===== config.mk =====
export PLATFORM = sky130hd
export DESIGN_NAME = weighted_rms_pose_distance
export DESIGN_NICKNAME = d
export VERILOG_FILES = /design/src/hdl/wrpd_pkg.sv /design/src/hdl/weighted_rms_pose_distance.sv /design/src/hdl/wrpd_mul.sv /design/src/hdl/wrpd_divsqrt.sv
export SDC_FILE = /design/constraint.sdc
export NUM_CORES = 2
export LEC_CHECK = 0
export BUFFER_PORTS_ARGS = -buffer_cell sky130_fd_sc_hd__buf_2
export CAP_MARGIN = 25
export CORE_MARGIN = 2
export CORE_UTILIZATION = 55
export CTS_CLUSTER_SIZE = 10
export DETAILED_ROUTE_END_ITERATION = 8
export PLACE_DENSITY = 0.72
export SLEW_MARGIN = 20
export SYNTH_ARGS = -nofsm -noshare
export SYNTH_HDL_FRONTEND = slang
export SYNTH_HIERARCHICAL = 1
export SYNTH_SLANG_ARGS = --single-unit
export TNS_END_PERCENT = 100

===== constraint.sdc =====
create_clock -name clk -period 22.8 [get_ports clk]
set_input_delay 1.14 -clock clk [delete_from_list [all_inputs] [get_ports clk]]
set_output_delay 1.14 -clock clk [all_outputs]
set_load 0.02 [all_outputs]

===== src/hdl/wrpd_pkg.sv =====
// Package for the weighted RMS pose distance block.
// Holds shared widths, state encodings and the coordinate difference helper.
// Used by wrpd_mul, wrpd_divsqrt and weighted_rms_pose_distance.
package wrpd_pkg;

	localparam int COORD_W = 24;          // signed Q15.8 coordinate
	localparam int MAG_W   = 24;          // magnitude of a coordinate difference
	localparam int WGT_W   = 16;          // unsigned Q4.12 weight
	localparam int MUL_W   = 25;          // operand width of the shared multiplier
	localparam int PROD_W  = 2 * MUL_W;   // product width
	localparam int SQ_W    = 50;          // sum of three squares, Q.16
	localparam int ACC_W   = 64;          // saturating accumulator, Q.28
	localparam int ERR_W   = 28;          // Q20.8 error
	localparam int ROOT_W  = 26;          // integer square root of a 52-bit value
	localparam int MEAN_SH = 12;          // Q.28 mean to Q.16 radicand
	localparam int REM_S_W = ROOT_W + 2;  // square root partial remainder
	localparam int STEP_W  = 6;

	localparam logic [STEP_W-1:0] DIV_LAST  = STEP_W'(ACC_W - 1);
	localparam logic [STEP_W-1:0] SQRT_LAST = STEP_W'(ROOT_W - 1);

	typedef enum logic [9:0] {
		ST_IDLE = 10'b00_0000_0001,
		ST_SQX  = 10'b00_0000_0010,
		ST_SQY  = 10'b00_0000_0100,
		ST_SQZ  = 10'b00_0000_1000,
		ST_SUM  = 10'b00_0001_0000,
		ST_WLO  = 10'b00_0010_0000,
		ST_WHI  = 10'b00_0100_0000,
		ST_ACC  = 10'b00_1000_0000,
		ST_DGO  = 10'b01_0000_0000,
		ST_FIN  = 10'b10_0000_0000
	} seq_state_t;

	typedef enum logic [2:0] {
		DS_IDLE = 3'b001,
		DS_DIV  = 3'b010,
		DS_SQRT = 3'b100
	} ds_state_t;

	// |a - b| of two signed coordinates; fits in MAG_W bits.
	function automatic logic [MAG_W-1:0] abs_diff(input logic [COORD_W-1:0] a,
	                                              input logic [COORD_W-1:0] b);
		logic [COORD_W:0] d;
		logic [COORD_W:0] n;
		d = {a[COORD_W-1], a} - {b[COORD_W-1], b};
		n = -d;
		return d[COORD_W] ? n[MAG_W-1:0] : d[MAG_W-1:0];
	endfunction

endpackage


===== src/hdl/weighted_rms_pose_distance.sv =====
// Weighted RMS pose distance: saturating weighted sum of squared point distances,
// mean over the point count, square root, and running worst error.
// An item without last uses the shared multiplier five times (three squares, two weight
// halves), then makes two saturating accumulator adds; the next item waits until these are
// done. An item with last then runs the 64-step divider and 26-step square root before its
// result is valid and the next item accepted; a held result stalls the input until it leaves.
// Reset (arst_n low) clears the accumulator, point count, worst error and output valid.
module weighted_rms_pose_distance #(
	parameter int MAX_POINTS = 4096
) (
	input  logic                         clk,
	input  logic                         arst_n,
	input  logic                         in_valid,
	output logic                         in_ready,
	input  logic [wrpd_pkg::COORD_W-1:0] new_x,
	input  logic [wrpd_pkg::COORD_W-1:0] new_y,
	input  logic [wrpd_pkg::COORD_W-1:0] new_z,
	input  logic [wrpd_pkg::COORD_W-1:0] old_x,
	input  logic [wrpd_pkg::COORD_W-1:0] old_y,
	input  logic [wrpd_pkg::COORD_W-1:0] old_z,
	input  logic [wrpd_pkg::WGT_W-1:0]   weight,
	input  logic                         last,
	output logic                         out_valid,
	input  logic                         out_ready,
	output logic [wrpd_pkg::ERR_W-1:0]   rms_error,
	output logic [wrpd_pkg::ERR_W-1:0]   worst_error
);

	localparam int CNT_W = $clog2(MAX_POINTS + 1);
	localparam int HI_W  = wrpd_pkg::PROD_W + wrpd_pkg::MUL_W;

	wrpd_pkg::seq_state_t             state_q;
	logic [wrpd_pkg::MAG_W-1:0]       mx_q, my_q, mz_q;
	logic [wrpd_pkg::WGT_W-1:0]       w_q;
	logic                             last_q;
	logic [wrpd_pkg::SQ_W-1:0]        sq_q;
	logic [wrpd_pkg::ACC_W-1:0]       acc_q;
	logic [CNT_W-1:0]                 cnt_q;
	logic [wrpd_pkg::ERR_W-1:0]       worst_q;
	logic                             out_valid_q;
	logic [wrpd_pkg::ERR_W-1:0]       rms_q;
	logic [wrpd_pkg::ERR_W-1:0]       worst_out_q;

	logic [wrpd_pkg::MUL_W-1:0]       mul_a, mul_b;
	logic [wrpd_pkg::PROD_W-1:0]      mul_p;
	logic [wrpd_pkg::ACC_W:0]         add_lo;
	logic [HI_W-1:0]                  hi_sh;
	logic [wrpd_pkg::ACC_W:0]         add_hi;
	logic                             ds_start;
	logic                             ds_busy;
	logic [wrpd_pkg::ROOT_W-1:0]      ds_root;
	logic [wrpd_pkg::ERR_W-1:0]       rms_new;
	logic [wrpd_pkg::ERR_W-1:0]       worst_new;
	logic                             out_load;
	logic                             accept;

	assign accept = in_valid && in_ready;

	always_comb begin
		unique case (state_q)
			wrpd_pkg::ST_SQX: begin
				mul_a = wrpd_pkg::MUL_W'(mx_q);
				mul_b = wrpd_pkg::MUL_W'(mx_q);
			end
			wrpd_pkg::ST_SQY: begin
				mul_a = wrpd_pkg::MUL_W'(my_q);
				mul_b = wrpd_pkg::MUL_W'(my_q);
			end
			wrpd_pkg::ST_SQZ: begin
				mul_a = wrpd_pkg::MUL_W'(mz_q);
				mul_b = wrpd_pkg::MUL_W'(mz_q);
			end
			wrpd_pkg::ST_WLO: begin
				mul_a = sq_q[wrpd_pkg::MUL_W-1:0];
				mul_b = wrpd_pkg::MUL_W'(w_q);
			end
			wrpd_pkg::ST_WHI: begin
				mul_a = sq_q[wrpd_pkg::SQ_W-1:wrpd_pkg::MUL_W];
				mul_b = wrpd_pkg::MUL_W'(w_q);
			end
			default: begin
				mul_a = '0;
				mul_b = '0;
			end
		endcase
	end

	wrpd_mul u_mul (
		.clk (clk),
		.a   (mul_a),
		.b   (mul_b),
		.p_q (mul_p)
	);

	// Saturation is monotone, so adding the two partial products one after
	// the other gives the same result as saturating the full product first.
	always_comb begin
		add_lo = {1'b0, acc_q} + (wrpd_pkg::ACC_W + 1)'(mul_p);
		hi_sh  = {mul_p, {wrpd_pkg::MUL_W{1'b0}}};
		add_hi = {1'b0, acc_q} + {1'b0, hi_sh[wrpd_pkg::ACC_W-1:0]};
	end

	wrpd_divsqrt #(
		.CNT_W (CNT_W)
	) u_divsqrt (
		.clk      (clk),
		.arst_n   (arst_n),
		.start    (ds_start),
		.dividend (acc_q),
		.divisor  (cnt_q),
		.busy     (ds_busy),
		.root     (ds_root)
	);

	assign ds_start  = (state_q == wrpd_pkg::ST_DGO);
	assign rms_new   = wrpd_pkg::ERR_W'(ds_root);
	assign worst_new = (rms_new > worst_q) ? rms_new : worst_q;
	assign out_load  = (state_q == wrpd_pkg::ST_FIN) && !ds_busy
	                   && (!out_valid_q || out_ready);

	always_ff @(posedge clk or negedge arst_n) begin
		if (!arst_n) begin
			state_q     <= wrpd_pkg::ST_IDLE;
			acc_q       <= '0;
			cnt_q       <= '0;
			worst_q     <= '0;
			out_valid_q <= 1'b0;
		end else begin
			if (out_load) begin
				out_valid_q <= 1'b1;
				worst_q     <= worst_new;
			end else if (out_ready) begin
				out_valid_q <= 1'b0;
			end

			unique case (state_q)
				wrpd_pkg::ST_IDLE: begin
					if (accept) begin
						state_q <= wrpd_pkg::ST_SQX;
					end
				end
				wrpd_pkg::ST_SQX: state_q <= wrpd_pkg::ST_SQY;
				wrpd_pkg::ST_SQY: state_q <= wrpd_pkg::ST_SQZ;
				wrpd_pkg::ST_SQZ: state_q <= wrpd_pkg::ST_SUM;
				wrpd_pkg::ST_SUM: state_q <= wrpd_pkg::ST_WLO;
				wrpd_pkg::ST_WLO: state_q <= wrpd_pkg::ST_WHI;
				wrpd_pkg::ST_WHI: begin
					acc_q   <= add_lo[wrpd_pkg::ACC_W] ? '1 : add_lo[wrpd_pkg::ACC_W-1:0];
					state_q <= wrpd_pkg::ST_ACC;
				end
				wrpd_pkg::ST_ACC: begin
					if ((|hi_sh[HI_W-1:wrpd_pkg::ACC_W]) || add_hi[wrpd_pkg::ACC_W]) begin
						acc_q <= '1;
					end else begin
						acc_q <= add_hi[wrpd_pkg::ACC_W-1:0];
					end
					if (cnt_q < CNT_W'(MAX_POINTS)) begin
						cnt_q <= cnt_q + 1'b1;
					end
					state_q <= last_q ? wrpd_pkg::ST_DGO : wrpd_pkg::ST_IDLE;
				end
				wrpd_pkg::ST_DGO: begin
					// divider has captured sum and count; clear for the next comparison
					acc_q   <= '0;
					cnt_q   <= '0;
					state_q <= wrpd_pkg::ST_FIN;
				end
				wrpd_pkg::ST_FIN: begin
					if (out_load) begin
						state_q <= wrpd_pkg::ST_IDLE;
					end
				end
				default: begin
					state_q <= wrpd_pkg::ST_IDLE;
				end
			endcase
		end
	end

	always_ff @(posedge clk) begin
		if (accept) begin
			mx_q   <= wrpd_pkg::abs_diff(new_x, old_x);
			my_q   <= wrpd_pkg::abs_diff(new_y, old_y);
			mz_q   <= wrpd_pkg::abs_diff(new_z, old_z);
			w_q    <= weight;
			last_q <= last;
		end
		unique case (state_q)
			wrpd_pkg::ST_SQY: sq_q <= mul_p;
			wrpd_pkg::ST_SQZ,
			wrpd_pkg::ST_SUM: sq_q <= sq_q + mul_p;
			default:          sq_q <= sq_q;
		endcase
		if (out_load) begin
			rms_q       <= rms_new;
			worst_out_q <= worst_new;
		end
	end

	assign in_ready    = (state_q == wrpd_pkg::ST_IDLE);
	assign out_valid   = out_valid_q;
	assign rms_error   = rms_q;
	assign worst_error = worst_out_q;

endmodule


===== src/hdl/wrpd_mul.sv =====
// Shared unsigned multiplier with a registered product.
// Depends on wrpd_pkg for operand and product widths.
module wrpd_mul (
	input  logic                       clk,
	input  logic [wrpd_pkg::MUL_W-1:0]  a,
	input  logic [wrpd_pkg::MUL_W-1:0]  b,
	output logic [wrpd_pkg::PROD_W-1:0] p_q
);

	always_ff @(posedge clk) begin
		p_q <= wrpd_pkg::PROD_W'(a) * wrpd_pkg::PROD_W'(b);
	end

endmodule


===== src/hdl/wrpd_divsqrt.sv =====
// Iterative divider (one quotient bit a cycle) followed by an integer square root
// (one root bit a cycle), both on a single shared compare-subtract. Uses wrpd_pkg.
module wrpd_divsqrt #(
	parameter int CNT_W = 13
) (
	input  logic                        clk,
	input  logic                        arst_n,
	input  logic                        start,
	input  logic [wrpd_pkg::ACC_W-1:0]  dividend,
	input  logic [CNT_W-1:0]            divisor,
	output logic                        busy,
	output logic [wrpd_pkg::ROOT_W-1:0] root
);

	localparam int SQ_OP_W = wrpd_pkg::REM_S_W + 2;
	localparam int SW      = (CNT_W + 1 > SQ_OP_W) ? CNT_W + 1 : SQ_OP_W;

	wrpd_pkg::ds_state_t              state_q;
	logic [wrpd_pkg::STEP_W-1:0]      step_q;
	logic [wrpd_pkg::ACC_W-1:0]       dq_q;
	logic [CNT_W-1:0]                 divisor_q;
	logic [CNT_W-1:0]                 rem_d_q;
	logic [wrpd_pkg::REM_S_W-1:0]     rem_s_q;
	logic [wrpd_pkg::ROOT_W-1:0]      root_q;

	logic [CNT_W:0]   t_div;
	logic [SW-1:0]    sub_a;
	logic [SW-1:0]    sub_b;
	logic [SW:0]      diff;
	logic             ge;

	always_comb begin
		t_div = {rem_d_q, dq_q[wrpd_pkg::ACC_W-1]};
		if (state_q == wrpd_pkg::DS_SQRT) begin
			sub_a = SW'({rem_s_q, dq_q[wrpd_pkg::ACC_W-1 -: 2]});
			sub_b = SW'({root_q, 2'b01});
		end else begin
			sub_a = SW'(t_div);
			sub_b = SW'(divisor_q);
		end
		diff = {1'b0, sub_a} - {1'b0, sub_b};
		ge   = ~diff[SW];
	end

	always_ff @(posedge clk or negedge arst_n) begin
		if (!arst_n) begin
			state_q <= wrpd_pkg::DS_IDLE;
			step_q  <= '0;
		end else begin
			unique case (state_q)
				wrpd_pkg::DS_IDLE: begin
					if (start) begin
						state_q <= wrpd_pkg::DS_DIV;
						step_q  <= wrpd_pkg::DIV_LAST;
					end
				end
				wrpd_pkg::DS_DIV: begin
					if (step_q == '0) begin
						state_q <= wrpd_pkg::DS_SQRT;
						step_q  <= wrpd_pkg::SQRT_LAST;
					end else begin
						step_q <= step_q - 1'b1;
					end
				end
				wrpd_pkg::DS_SQRT: begin
					if (step_q == '0) begin
						state_q <= wrpd_pkg::DS_IDLE;
					end else begin
						step_q <= step_q - 1'b1;
					end
				end
				default: begin
					state_q <= wrpd_pkg::DS_IDLE;
				end
			endcase
		end
	end

	always_ff @(posedge clk) begin
		unique case (state_q)
			wrpd_pkg::DS_IDLE: begin
				if (start) begin
					dq_q      <= dividend;
					divisor_q <= divisor;
					rem_d_q   <= '0;
					rem_s_q   <= '0;
					root_q    <= '0;
				end
			end
			wrpd_pkg::DS_DIV: begin
				// shift the dividend out, the quotient in
				rem_d_q <= ge ? diff[CNT_W-1:0] : t_div[CNT_W-1:0];
				dq_q    <= {dq_q[wrpd_pkg::ACC_W-2:0], ge};
			end
			wrpd_pkg::DS_SQRT: begin
				// radicand is quotient >> 12: its top 26 bit pairs
				rem_s_q <= ge ? diff[wrpd_pkg::REM_S_W-1:0] : sub_a[wrpd_pkg::REM_S_W-1:0];
				root_q  <= {root_q[wrpd_pkg::ROOT_W-2:0], ge};
				dq_q    <= {dq_q[wrpd_pkg::ACC_W-3:0], 2'b00};
			end
			default: begin
				dq_q <= dq_q;
			end
		endcase
	end

	assign busy = (state_q != wrpd_pkg::DS_IDLE);
	assign root = root_q;

endmodule

==> results.yml <==
status:
  status: "complete, no violations"
synth:
  ys_seq_area_share_pct: 25.1
  ys_async_sr_fraction_pct: 24.4
  synth.top_cells.by_area: "fa_1 (19%), edfxtp_1 (18%), ha_1 (10%)"
  syn-cell-area_um2: 56700
  yosysTopAreaCell: "fa_1"
  ys_ff_latch: 512
  avgSynthCellArea_um2: 9.00
  ys_warn_count: 6
  synth_edf_count: 337
  synth_flop_cell: "edfxtp_1"
  synth_cell_types: 111
  synth_top_area_share_pct: 18.8
  synthCells: 6306
routing:
  first_iter_violations: 3485
  finalWirelength_mm: 157
  viasPerCell: 5.92
  ant_nets: 0
  vias: 46200
  drtPass1Iterations: 8
  drc: 0
  drt-wirelength-per-cell_um: 20.1
pwr:
  power_density_nw_per_um2: 55.0
  switching_power_mw: 1.30
  clkPwrFrac_pct: 28.4
  pwr-share-seq_pct: 36.1
  p_int_mw: 2.07
  peakVddDrop_mv: 0.0738
  combPwrFrac_pct: 35.5
  power_mw: 3.37
  switching_share_pct: 38.6
  leakage_nw: 28.9
final_layout:
  nets: 7545
  fillers: 8909
  finalNonFillerCells: 7814
  final_cell_mix: "nand2_1 (851), inv_1 (796), fa_1 (533)"
  design_area_um2: 61200
  utilization_pct: 60.0
  drive_gt1_share_pct: 8.09
  multiInputGateArea_um2: 38500
  area_delta_synth_final_pct: 7.87
  layout_commonest_cell: "nand2_1"
  seq_area_um2: 14300
global_route:
  grtUsageMet1_pct: 38.6
  grt_pass1_wl_mm: 250
  top_usage_layer: "met2"
  antenna_found_initial: 1
  grt.overflow.total: 0
  grt_usage_pct: 29.4
  grt_pass1_vias: 45800
  grt.met3_usage_pct: 3.98
  grt_max_degree: 91
  gr-usage-met2_pct: 49.7
setup_path:
  r2r_end: "u_mul/p_q[44]"
  r2r-start: "state_q[7]"
  reg2regPathDepth: 31
  crit_top_cell: "fa_1"
  reg2reg_slack_ns: 12.96
  slowest_stage: "nand2_1"
  startpoint_type: "flop"
  cpPeakStageDelay_ns: 0.73
  cp.required_ns: 23.37
  crit_fanout: 26
  cp.arrival_ns: 10.41
  crit_type: "flop to flop"
  endpoint_kind: "flop"
sta:
  clock_skew_ns: 0.0308
  tightest_slew_ns: 1.11
  fin_crit_sh_pct: 43.2
  setup_tns_ns: 0
  final_max_slew_viol_count: 0
  fin_crit_ns: 9.84
  rsz0062_at_grt: "false"
  fmax_ghz: 0.102
  relSlewSlack_pct: 26.2
  setup_violations: 0
  hold_violations: 0
clock_tree:
  cts_hold_buf: 0
  cts.sinks: 512
  cts_buffers: 61
  clk_pin_slew_ns: 0.06
  post-cts-setup-buffers: 0
  ctsResizeCount: 0
  clk_latency_ns: 0.67
  ctsHtreeMaxLevel: 2
  tritoncts: "done"
  clock_path_buffers: 3
  cts_root_buffer: "clkbuf_16"
floorplan:
  fp.dieArea_um2: 106000
  core_area_um2: 102000
  rows: 117
  die_h_um: 325
  ios: 223
  start_util_pct: 55.6
  fp.dieW_um: 325
placed_design:
  postPlaceCellArea_um2: 59100
  dp_hpwl_mm: 122
  port-buffer-count: 220
  place_inst: 7689
  place.gp.congestion: 0.947
min_path:
  holdPathStages: 0
  holdPathEnd: "worst_q[26]"
  min_path_type: "flop to flop"
  min_from: "worst_q[26]"
job:
  maxCapViolations: 0
cells by family after synthesis:
logic type               Yosys count  share of synthesized area, %
buffers and inverters           1077                          7.24
adder cells (fa/ha/maj)          988                          28.8
AO/OA/AOI/OAI                   1395                          16.0
flip-flops                       512                          25.1
other                              1                       0.00661
AND/OR/NAND/NOR                 1956                          16.7
XOR/XNOR                         314                          4.87
multiplexers                      63                          1.23
registers in the layout, summed over array words and instances (netlist names), 24 cells and up:
| signal | count |
|---|---|
| sq_q | 50 |
| u_mul/p_q | 50 |
| mx_q | 24 |
| u_divsqrt/dq_q | 64 |
| u_divsqrt/root | 26 |
| my_q | 24 |
| rms_error | 26 |
| u_divsqrt/rem_s_q | 28 |
| mz_q | 24 |
| acc_q | 64 |
| worst_error | 28 |
| worst_q | 28 |
worst max-delay path: cells and delay by family, from the launching register on:
family                     cells  cell delay, ns
AOI/OAI and AO/OA              5            1.43
xor gates and xnor gates       1            0.16
buffers and inverters          7            0.66
and+or+nand+nor               10            3.10
adders and majority gates      8            3.89
DFF                            1            0.47
final cells by class:
cell class | count | share of cell area, %
inverter | 796 | 4.88
sequential | 512 | 23.3
tap | 1368 | 2.80
multi-input combinational | 4725 | 62.9
clock inverter | 7 | 0.180
antenna | 2 | 0.00818
clock buffer | 108 | 3.02
timing repair buffer | 296 | 2.89
through the flow:
step | setup slack [ns] | hold WS, ns
2_1_floorplan | 14.40 | 0.455
3_3_place_gp | 13.13 | 0.402
3_5_place_dp | 13.03 | 0.421
4_1_cts | 13.00 | 0.435
5_1_grt | 12.34 | 0.450
6_report | 12.96 | 0.428
power by group through the flow:
stage	clock network, mW	registers [mW]	logic, mW
floorplan	0	1.15	0.822
global placement	0	1.23	1.15
detailed placement	0	1.23	1.16
CTS	0.971	1.21	1.17
global route	1.01	1.21	1.31
finish	0.957	1.21	1.19
cells in the mapped netlist (all sizes together), types with 17 or more instances:
| cell | n |
|---|---|
| a211oi | 34 |
| a21o | 176 |
| a21oi | 392 |
| a222oi | 17 |
| a22oi | 90 |
| a31oi | 53 |
| and2 | 401 |
| and3 | 45 |
| and4 | 17 |
| buf | 34 |
| clkbuf | 247 |
| dfrtp | 123 |
| dfxtp | 50 |
| edfxtp | 337 |
| fa | 533 |
| ha | 455 |
| inv | 796 |
| mux2 | 52 |
| nand2 | 854 |
| nand2b | 32 |
| nand3 | 91 |
| nand4 | 57 |
| nor2 | 244 |
| nor2b | 23 |
| nor3 | 69 |
| nor4 | 18 |
| o211ai | 22 |
| o21a | 42 |
| o21ai | 303 |
| o21bai | 36 |
| o31ai | 36 |
| or2 | 23 |
| or3 | 28 |
| xnor2 | 190 |
| xor2 | 123 |
routing by layer:
metal	share of wire, %	vias to the layer above
met5	0.010	-
met4	4.2	2
met3	7.2	316
met2	47	1765
met1	41	22600
li1	-	21600
worst max path at each step:
stage                           from             to  slack [ns]  cells after the start
final                     state_q[7]  u_mul/p_q[44]       12.96                     31
after global routing      state_q[7]  u_mul/p_q[44]       12.34                     31
after CTS                 state_q[7]  u_mul/p_q[44]       13.00                     32
after detailed placement  state_q[7]  u_mul/p_q[44]       13.03                     32
after global placement    state_q[7]  u_mul/p_q[44]       13.13                     32
after floorplan           state_q[7]  u_mul/p_q[44]       14.40                     35
Power figures use the tool's default switching activity.
